**src/rtl/lcdns_pkg.sv**
```systemverilog
// Shared types and constants for the LCD expander nibble sequencer.
package lcdns_pkg;

  localparam logic [2:0] CMD_INSTR     = 3'd0;
  localparam logic [2:0] CMD_DATA      = 3'd1;
  localparam logic [2:0] CMD_DISP_ADDR = 3'd2;
  localparam logic [2:0] CMD_GLYPH     = 3'd3;
  localparam logic [2:0] CMD_POSITION  = 3'd4;
  localparam logic [2:0] CMD_LIGHT_ON  = 3'd5;
  localparam logic [2:0] CMD_LIGHT_OFF = 3'd6;
  localparam logic [2:0] CMD_TOGGLE    = 3'd7;

  localparam logic [0:0] REG_BUS_ADDR = 1'b0;
  localparam logic [0:0] REG_RS_MASK  = 1'b1;

  localparam logic [7:0] ENABLE_BIT   = 8'h04;
  localparam logic [7:0] LIGHT_BIT    = 8'h08;
  localparam logic [7:0] GLYPH_FLAG   = 8'h40;
  localparam logic [7:0] DISPLAY_FLAG = 8'h80;
  localparam logic [7:0] HIGH_NIBBLE  = 8'hF0;

  localparam logic [7:0] LINE1_BASE = 8'h00;
  localparam logic [7:0] LINE2_BASE = 8'h40;
  localparam logic [7:0] LINE3_BASE = 8'h14;
  localparam logic [7:0] LINE4_BASE = 8'h54;

  localparam logic [6:0] BUS_ADDR_RESET = 7'd39;
  localparam logic [7:0] RS_MASK_RESET  = 8'd1;

  localparam logic [2:0] LAST_STEP = 3'd5;

  typedef struct packed {
    logic [2:0] command;
    logic [7:0] value;
    logic [2:0] line_number;
    logic [7:0] column;
  } in_beat_t;

  typedef struct packed {
    logic [7:0] expander_byte;
    logic [6:0] bus_address;
    logic       last;
  } out_beat_t;

  // One decoded request: nibble base bytes, or a single backlight byte in hi.
  typedef struct packed {
    logic [7:0] hi;
    logic [7:0] lo;
    logic       single;
  } job_t;

endpackage

```
**src/rtl/lcdns_decode.sv**
```systemverilog
// Request decode stage: backlight state and the job register.
module lcdns_decode
  import lcdns_pkg::*;
(
  input  logic     clk,
  input  logic     rst_n,
  input  logic     in_valid,
  input  in_beat_t in_beat,
  output logic     in_stall,
  input  logic [7:0] rs_mask,
  input  logic     job_take,
  output logic     job_valid,
  output job_t     job
);

  logic       job_valid_r, job_valid_nxt;
  job_t       job_r, job_nxt;
  logic       light_r, light_nxt;
  logic       accept;
  logic       has_bytes;
  logic [7:0] light_byte;
  logic [7:0] extra;
  logic [7:0] addr;
  logic [7:0] line_base;
  logic       line_ok;
  logic [7:0] v;

  assign in_stall = job_valid_r && !job_take;
  assign accept   = in_valid && !in_stall;

  always_comb begin
    line_ok = 1'b1;
    case (in_beat.line_number)
      3'd1: line_base = LINE1_BASE;
      3'd2: line_base = LINE2_BASE;
      3'd3: line_base = LINE3_BASE;
      3'd4: line_base = LINE4_BASE;
      default: begin
        line_base = LINE1_BASE;
        line_ok   = 1'b0;
      end
    endcase
  end

  // base + column - 1, wraps at 8 bits
  assign addr       = line_base + in_beat.column + 8'hFF;
  assign light_byte = light_r ? LIGHT_BIT : 8'h00;

  always_comb begin
    light_nxt = light_r;
    has_bytes = 1'b1;
    extra     = light_byte;
    v         = in_beat.value;
    job_nxt   = job_r;
    case (in_beat.command)
      CMD_INSTR:     v = in_beat.value;
      CMD_DATA:      extra = light_byte | rs_mask;
      CMD_DISP_ADDR: v = in_beat.value | DISPLAY_FLAG;
      CMD_GLYPH:     v = in_beat.value | GLYPH_FLAG;
      CMD_POSITION: begin
        v         = addr | DISPLAY_FLAG;
        has_bytes = line_ok;
      end
      CMD_LIGHT_ON:  light_nxt = 1'b1;
      CMD_LIGHT_OFF: light_nxt = 1'b0;
      CMD_TOGGLE:    light_nxt = !light_r;
      default:       light_nxt = light_r;
    endcase
    if (in_beat.command == CMD_LIGHT_ON || in_beat.command == CMD_LIGHT_OFF ||
        in_beat.command == CMD_TOGGLE) begin
      job_nxt.hi     = light_nxt ? LIGHT_BIT : 8'h00;
      job_nxt.lo     = 8'h00;
      job_nxt.single = 1'b1;
    end else begin
      job_nxt.hi     = (v & HIGH_NIBBLE) + extra;
      job_nxt.lo     = {v[3:0], 4'h0} + extra;
      job_nxt.single = 1'b0;
    end
  end

  assign job_valid_nxt = accept ? has_bytes : (job_valid_r && !job_take);

  always_ff @(posedge clk) begin
    if (!rst_n) begin
      job_valid_r <= 1'b0;
      light_r     <= 1'b1;
    end else begin
      job_valid_r <= job_valid_nxt;
      if (accept) begin
        light_r <= light_nxt;
      end
    end
  end

  always_ff @(posedge clk) begin
    if (accept) begin
      job_r <= job_nxt;
    end
  end

  assign job_valid = job_valid_r;
  assign job       = job_r;

endmodule

```
**src/rtl/lcdns_emit.sv**
```systemverilog
// Byte sequencer: walks a job through its steps into the output register.
module lcdns_emit
  import lcdns_pkg::*;
(
  input  logic       clk,
  input  logic       rst_n,
  input  logic       job_valid,
  input  job_t       job,
  input  logic [6:0] bus_addr,
  output logic       job_take,
  input  logic       out_stall,
  output logic       out_valid,
  output out_beat_t  out_beat
);

  logic [2:0] step_r, step_nxt;
  logic       out_valid_r, out_valid_nxt;
  out_beat_t  out_beat_r, out_beat_nxt;
  logic       advance;
  logic       load;
  logic       fin;
  logic [7:0] byte_sel;

  assign advance  = !out_valid_r || !out_stall;
  assign load     = job_valid && advance;
  assign fin      = job.single || (step_r == LAST_STEP);
  assign job_take = load && fin;

  always_comb begin
    case (step_r)
      3'd0:    byte_sel = job.hi;
      3'd1:    byte_sel = job.hi + ENABLE_BIT;
      3'd2:    byte_sel = job.hi;
      3'd3:    byte_sel = job.lo;
      3'd4:    byte_sel = job.lo + ENABLE_BIT;
      3'd5:    byte_sel = job.lo;
      default: byte_sel = job.lo;
    endcase
  end

  always_comb begin
    step_nxt      = step_r;
    out_valid_nxt = out_valid_r && out_stall;
    out_beat_nxt  = out_beat_r;
    if (load) begin
      step_nxt                   = fin ? 3'd0 : step_r + 3'd1;
      out_valid_nxt              = 1'b1;
      out_beat_nxt.expander_byte = job.single ? job.hi : byte_sel;
      out_beat_nxt.bus_address   = bus_addr;
      out_beat_nxt.last          = fin;
    end
  end

  always_ff @(posedge clk) begin
    if (!rst_n) begin
      step_r      <= 3'd0;
      out_valid_r <= 1'b0;
    end else begin
      step_r      <= step_nxt;
      out_valid_r <= out_valid_nxt;
    end
  end

  always_ff @(posedge clk) begin
    out_beat_r <= out_beat_nxt;
  end

  assign out_valid = out_valid_r;
  assign out_beat  = out_beat_r;

endmodule

```
**src/rtl/lcd_i2c_nibble_sequencer_core.sv**
```systemverilog
// Top level of the LCD expander nibble sequencer.
//
// Usage:
//   in_*  : one request beat (command, value, line, column), valid/stall.
//   out_* : expander byte beats (byte, I2C address, last), valid/stall.
//   cfg_* : register writes; index 0 = bus address, 1 = register-select
//           mask. cfg_ready is always high; write only while idle.
// Instruction, data, address, glyph and position requests give six
// beats each (high nibble, with enable, without; then low nibble alike);
// backlight requests one; a position request with a bad line gives none.
// Latency: a taken request is registered in the decode stage's job
// register, and its first result beat then in the output register.
// Throughput: one output beat per cycle while out_stall is low, set by
// the output register's step counter. The next request is taken in the
// cycle the final beat of the current one loads, so there is no gap
// between jobs.
// Out stall: the output register holds; the sequencer freezes and, once
// its job buffer is full, in_stall rises.
// Reset: backlight on, bus address 39, select mask 1, no beats pending.
module lcd_i2c_nibble_sequencer_core
  import lcdns_pkg::*;
(
  input  logic      clk,
  input  logic      rst_n,
  input  logic      in_valid,
  output logic      in_stall,
  input  in_beat_t  in_beat,
  output logic      out_valid,
  input  logic      out_stall,
  output out_beat_t out_beat,
  input  logic       cfg_valid,
  output logic       cfg_ready,
  input  logic [0:0] cfg_index,
  input  logic [7:0] cfg_data
);

  logic [6:0] bus_addr_r;
  logic [7:0] rs_mask_r;
  logic       job_valid;
  logic       job_take;
  job_t       job;

  // Config registers: always ready.
  assign cfg_ready = 1'b1;

  always_ff @(posedge clk) begin
    if (!rst_n) begin
      bus_addr_r <= BUS_ADDR_RESET;
      rs_mask_r  <= RS_MASK_RESET;
    end else if (cfg_valid && cfg_ready) begin
      case (cfg_index)
        REG_BUS_ADDR: bus_addr_r <= cfg_data[6:0];
        REG_RS_MASK:  rs_mask_r  <= cfg_data;
        default:      rs_mask_r  <= rs_mask_r;
      endcase
    end
  end

  // Decode stage: builds nibble base bytes, owns the backlight bit.
  lcdns_decode u_decode (
    .clk       (clk),
    .rst_n     (rst_n),
    .in_valid  (in_valid),
    .in_beat   (in_beat),
    .in_stall  (in_stall),
    .rs_mask   (rs_mask_r),
    .job_take  (job_take),
    .job_valid (job_valid),
    .job       (job)
  );

  // Emit stage: one expander byte per cycle into the output register while out_stall is low.
  lcdns_emit u_emit (
    .clk       (clk),
    .rst_n     (rst_n),
    .job_valid (job_valid),
    .job       (job),
    .bus_addr  (bus_addr_r),
    .job_take  (job_take),
    .out_stall (out_stall),
    .out_valid (out_valid),
    .out_beat  (out_beat)
  );

endmodule

```
**config.mk**
```make
export PLATFORM = sky130hd
export DESIGN_NAME = lcd_i2c_nibble_sequencer_core
export DESIGN_NICKNAME = d
export VERILOG_FILES = /design/src/rtl/lcdns_pkg.sv /design/src/rtl/lcdns_decode.sv /design/src/rtl/lcdns_emit.sv /design/src/rtl/lcd_i2c_nibble_sequencer_core.sv
export SDC_FILE = /design/constraint.sdc
export NUM_CORES = 1
export LEC_CHECK = 0
export BUFFER_PORTS_ARGS = -buffer_cell sky130_fd_sc_hd__buf_2
export CAP_MARGIN = 20
export CORE_ASPECT_RATIO = 0.5
export CORE_UTILIZATION = 57
export DETAILED_ROUTE_END_ITERATION = 6
export GPL_TIMING_DRIVEN = 0
export PLACE_DENSITY = 0.81
export SETUP_SLACK_MARGIN = 0.1
export SYNTH_ARGS = -nofsm -noshare
export SYNTH_HDL_FRONTEND = slang
export SYNTH_HIERARCHICAL = 1
export SYNTH_SLANG_ARGS = --single-unit
```
**constraint.sdc**
```tcl
create_clock -name clk -period 8.7 [get_ports clk]
set_clock_uncertainty 0.2 [all_clocks]
set_input_delay 0 -clock clk [delete_from_list [all_inputs] [get_ports clk]]
set_output_delay 0 -clock clk [all_outputs]
set_load 0.01 [all_outputs]
```
# Yosys cells after proc, flatten, opt, wreduce, memory -nomap -nowiden
# Cells that the tools add are included.
dict set report word_totals {
  regBits 54
  in_bits 36
  output_inout_bits 19
  wordCells 69
}
dict set report classes {
  addsub 7
  n_eq_ne 15
  mux 14
  bitwise 2
  reduce_logical 19
}
# op n
set op_table {}
lappend op_table {{$pmux W8 S3} 2}
lappend op_table {{$eq A3 B3 Y1 const B} 7}
lappend op_table {{$pmux W7 S3} 1}
lappend op_table {{$mux W17} 1}
lappend op_table {{$add A8 B3 Y8 const B} 2}
lappend op_table {{$add A8 B8 Y8} 2}
lappend op_table {{$mux W8} 2}
lappend op_table {{$eq A3 B2 Y1 const B} 5}
lappend op_table {{$eq A3 B1 Y1 const B} 3}
lappend op_table {{$mux W4} 2}
lappend op_table {{$or A8 B8 Y8} 1}
lappend op_table {{$add A7 B7 Y7} 1}
lappend op_table {{$add A7 B7 Y7 const B} 1}
lappend op_table {{$logic_and A1 B1 Y1} 5}
lappend op_table {{$logic_not A1 Y1} 5}
lappend op_table {{$logic_or A1 B1 Y1} 4}
lappend op_table {{$mux W1} 4}
lappend op_table {{$reduce_and A2 Y1} 2}
lappend op_table {{$reduce_or A4 Y1} 1}
lappend op_table {{$add A3 B1 Y3 const B} 1}
lappend op_table {{$logic_not A3 Y1} 1}
lappend op_table {{$mux W3} 1}
lappend op_table {{$pmux W1 S3} 1}
lappend op_table {{$reduce_or A2 Y1} 1}
lappend op_table {{$not A1 Y1} 1}

# Logic depth before layout (Yosys ltp)
dict set report depth {
  ltp_word 9
  depth_mapped 17
  mapped_depth_nobuf 17
}

# Cells and area by module
# The synthesis kept the hierarchy.
# mod instances cells_per_inst area_per_inst_um2 seq_area_each_um2
set by_module_without_submodules {}
lappend by_module_without_submodules {lcdns_decode 1 138 1315.0 460.4}
lappend by_module_without_submodules {lcdns_emit 1 102 1098.6 560.5}
lappend by_module_without_submodules {lcd_i2c_nibble_sequencer_core 1 67 616.8 300.3}

# Worst setup path after synthesis
# OpenSTA, ideal clock, no wires.
dict set report synth_timing {
  path_kind {input -> register}
  start {input in_beat[9] (netlist bit)}
  end {register u_decode.job_r (netlist bit u_decode/job[16]), data pin}
  setup_ns 0.272
  t_arrival_ns 2.729
  t_required_ns 8.228
  path_slack_ns 5.499
  cell_stages 14
  path_buffers 0
  path_cell_list {nor2_1 a21oi_1 ha_1 fa_1 o21bai_1 a21oi_1 xnor2_1 mux2_4 ha_1 a21o_1 a21oi_2 xor2_1 a311oi_1 o221ai_1}
}
dict set report synth_via {
  elab_chain_len 7
  word_cells_on_any_way 9
  classes_between {3 x add/sub; 3 x eq/ne; 3 x mux}
}
# element line
set synth_rtl {}
lappend synth_rtl {{start: declaration} lcd_i2c_nibble_sequencer_core.sv:27} ;# input in_beat_t in_beat,
lappend synth_rtl {{$eq A3 B3 Y1 / $eq A3 B2 Y1 (equally long branches)} lcdns_decode.sv:33} ;# case (in_beat.line_number)
lappend synth_rtl {{$pmux W7 S3 (*)} lcdns_decode.sv:33}
lappend synth_rtl {{$add A7 B7 Y7 (*) (2 in a row)} lcdns_decode.sv:46} ;# assign addr = line_base + in_beat.column + 8'hFF;
lappend synth_rtl {{$pmux W8 S3 (*)} lcdns_decode.sv:55} ;# case (in_beat.command)
lappend synth_rtl {{$add A8 B8 Y8 (*)} lcdns_decode.sv:75} ;# job_nxt.hi = (v & HIGH_NIBBLE) + extra;
lappend synth_rtl {{$mux W17 (*)} lcdns_decode.sv:69} ;# if (in_beat.command == CMD_LIGHT_ON || in_beat.command == CMD_LIGHT_OFF ||
lappend synth_rtl {{end signal: assignment} lcdns_decode.sv:97} ;# job_r <= job_nxt;
lappend synth_rtl {{end: declaration} lcdns_decode.sv:17} ;# job_t job_r, job_nxt;
# Mark *: on every way between the ends. The rest lies on a longest branch, timed or not.
# A chain may end at the register's enable or synchronous reset.

# Worst setup path in the final report
# Same ends and word-level chain as after synthesis.

==> out/results.ini <==
[synthesis]
yosys_warnings=6
ys_types=50
synth_seq_area_share=0.436
syn_area_um2=3030
async_reset_ff_frac=0
ys.flop_type=edfxtp_1
avgSynthCellArea_um2=9.87
synth_nets=364
synth_edf_count=30
netlist_instances=307
synth_seq_cells=51

[hold_path]
hp-start=in_beat[14]
holdPathStages=5
hold_end=u_decode/job[8]$_SDFFCE_PP0P_
hp-class=in -> reg

[setup_path]
worstPathMaxFanout=6
regToRegStartpoint=rs_mask_r[5]$_SDFFE_PN0P_
reg2reg_depth=9
cp-end-kind=register
startpoint_type=input pin
path_class=in -> reg
crit_required_ns=8.67
arrival_ns=4.08
reg2reg_to=u_decode/job[16]$_SDFFCE_PP0P_
ff2ff_setup_slack_ns=5.66

[cts]
clk_pin_slew_ns=0.09
htree_levels=2
cts_tree=built
worstSkewPairLatency_ns=0.30
cts.sinks=51
clockBufferDepth=2
cts_root_buf=clkbuf_8
numCtsBuffers=5

[placed_design]
gp_congestion=0.874
dp.final_hpwl_mm=4.57
placed_cells=428
portBuffers=51

[power_and_ir_drop]
power_frac_seq=0.530
power_leakage_uw=0.00163
clkPwrFrac=0.261
p_int_uw=391
power_switching_uw=144
p_sw_frac=0.269
ir_worst_vdd_uv=81.4
p_per_area_nw_per_um2=142
combPwrFrac=0.209

[timing]
slew_viol_final=0
final.setup.tns_ns=0
setup_viol=0
min_period_over_period=0.473
fmax_mhz=243
min_period_ns=4.11
relSlewSlack=0.515
tightest_slew_ns=0.727
finalHoldViolCount=0
rsz0062_at_grt=false

[floorplan]
start_util=0.603
die_h_um=53.6
die_w_um=105
io_pins=55
dieArea_um2=5630
row_count=18
core_area_um2=5020

[global_route]
grt_overflow=0
grt_max_degree=17
grt_use_total=0.242
antenna_found_initial=0
grt_pass1_vias=2248
grt_pass1_wl_mm=10.2

[run]
cap_violations=0

[cells_and_area]
antenna_cells=0
drive_gt1_frac=0.208
stdcell_count=465
area_delta_synth_final_pct=23.9
fin_nets=451

[detailed_routing]
routed_via_density=5.38
drtIter0Drc=138
dr.pass1.iters=5
dr.max_layer_used=met4
dr_wl_met3_um=318
drt-met1-wl_mm=2.93
wl_mm=6.64
antenna_left=0
met2_length_mm=3.27
num_vias=2500
route.detailed.drc=0
wl_per_cell_um=14.3

[run_status]
status=completed

[synthesized netlist by cell type (all sizes together) (8+ instances only)]
cell type / instances / share of area
o21ai: 18 / 0.030
a21oi: 20 / 0.036
edfxtp: 30 / 0.30
nor2b: 9 / 0.019
mux2i: 10 / 0.033
nand2: 31 / 0.038
inv: 26 / 0.032
buf: 14 / 0.033
nand4: 8 / 0.017
nor2: 21 / 0.027
ha: 18 / 0.074
xnor2: 10 / 0.029
dfxtp: 21 / 0.14
[worst max path at each step]
stage	from	endpoint	slack, ns	depth (start not counted)
global route	in_beat[9]	u_decode/job[16]$_SDFFCE_PP0P_	4.47	16
finish	in_beat[9]	u_decode/job[16]$_SDFFCE_PP0P_	4.59	16
detailed placement	in_beat[9]	u_decode/job[16]$_SDFFCE_PP0P_	5.07	15
floorplan	in_beat[9]	u_decode/job[16]$_SDFFCE_PP0P_	5.50	14
CTS	in_beat[9]	u_decode/job[16]$_SDFFCE_PP0P_	4.73	16
global placement	in_beat[9]	u_decode/job[16]$_SDFFCE_PP0P_	5.18	15
[final cells by class]
type	count	area, um2
flip-flops and latches	51	1320
clock buffers	7	86.3
fillers	353	1270
inverters	26	97.6
multi-input cells	216	1510
plain buffers	14	101
clock inverters	1	3.75
well taps	70	87.6
repair buffers	80	546
[cells in the final DEF, fill, tap and decap left out, types with 8 or more instances in the layout]
cell / Yosys / layout
a21oi_1: 18 / 18
buf_2: 6 / 57
dfxtp_1: 21 / 21
dlygate4sd3_1: 0 / 29
edfxtp_1: 30 / 30
ha_1: 18 / 18
inv_1: 26 / 26
mux2i_1: 10 / 10
nand2_1: 31 / 31
nand4_1: 8 / 8
nor2_1: 20 / 20
nor2b_1: 9 / 9
o21ai_0: 8 / 8
o21ai_1: 10 / 10
xnor2_1: 10 / 10
[layer usage]
layer	global-route usage	up-vias
met3	0.0557	19
met2	0.429	92
met1	0.304	1141
li1	-	1248
met4	0.0775	0
met5	0	-
[stage by stage]
stage                     power [uW]  setup slack, ns  utilization  hold slack (ns)  area, um2
final                            535             4.59        0.747           0.0496       3750
after global routing             557             4.47        0.747           0.0957       3750
after CTS                        534             4.73        0.747           0.0342       3750
after detailed placement         388             5.07        0.672           0.0625       3370
after global placement           383             5.18        0.672           0.0642       3370
after floorplan                  355             5.50            -           -0.128       3030
[state kept, by name, indices dropped and copies added (netlist names)]
name and flops:
bus_addr_r 7, rs_mask_r 8, u_decode/job 14, u_decode/job_valid 1, u_decode/light_r 1, u_emit/out_beat 16
u_emit/out_valid 1, u_emit/step_r 3
[timing repair]
item,4_1_cts,5_1_grt
resized for setup,0,0
buffers inserted,0,0
endpoints found under the hold margin,23,0
hold buffers,29,0
[power groups by stage]
stage | Sequential, uW | Clock, uW | Combinational [uW]
detailed placement | 289 | 0 | 99.5
CTS | 283 | 141 | 110
global placement | 288 | 0 | 95.6
global route | 285 | 149 | 123
finish | 283 | 139 | 112
floorplan | 289 | 0 | 66.3
[worst max-delay path, stage by stage]
cell	delay, ns
buf_2	0.12
nor2_1	0.21
a21oi_1	0.16
ha_1	0.34
fa_1	0.44
o21bai_1	0.14
a21oi_1	0.09
xnor2_1	0.15
mux2_4	0.28
ha_1	0.29
a21o_1	0.20
a21oi_2	0.28
o211ai_1	0.13
dlygate4sd3_1	0.59
o221ai_1	0.09
dlygate4sd3_1	0.58
[kinds of logic after synthesis]
logic type      synth area share
xor+xnor                  0.0491
fa+ha+maj                 0.0941
compound gates             0.135
other cells              0.00124
mux                       0.0566
flops                      0.436
simple gates               0.163
buf+inv                   0.0656
Note: power is estimated with default switching activity, not from simulation.
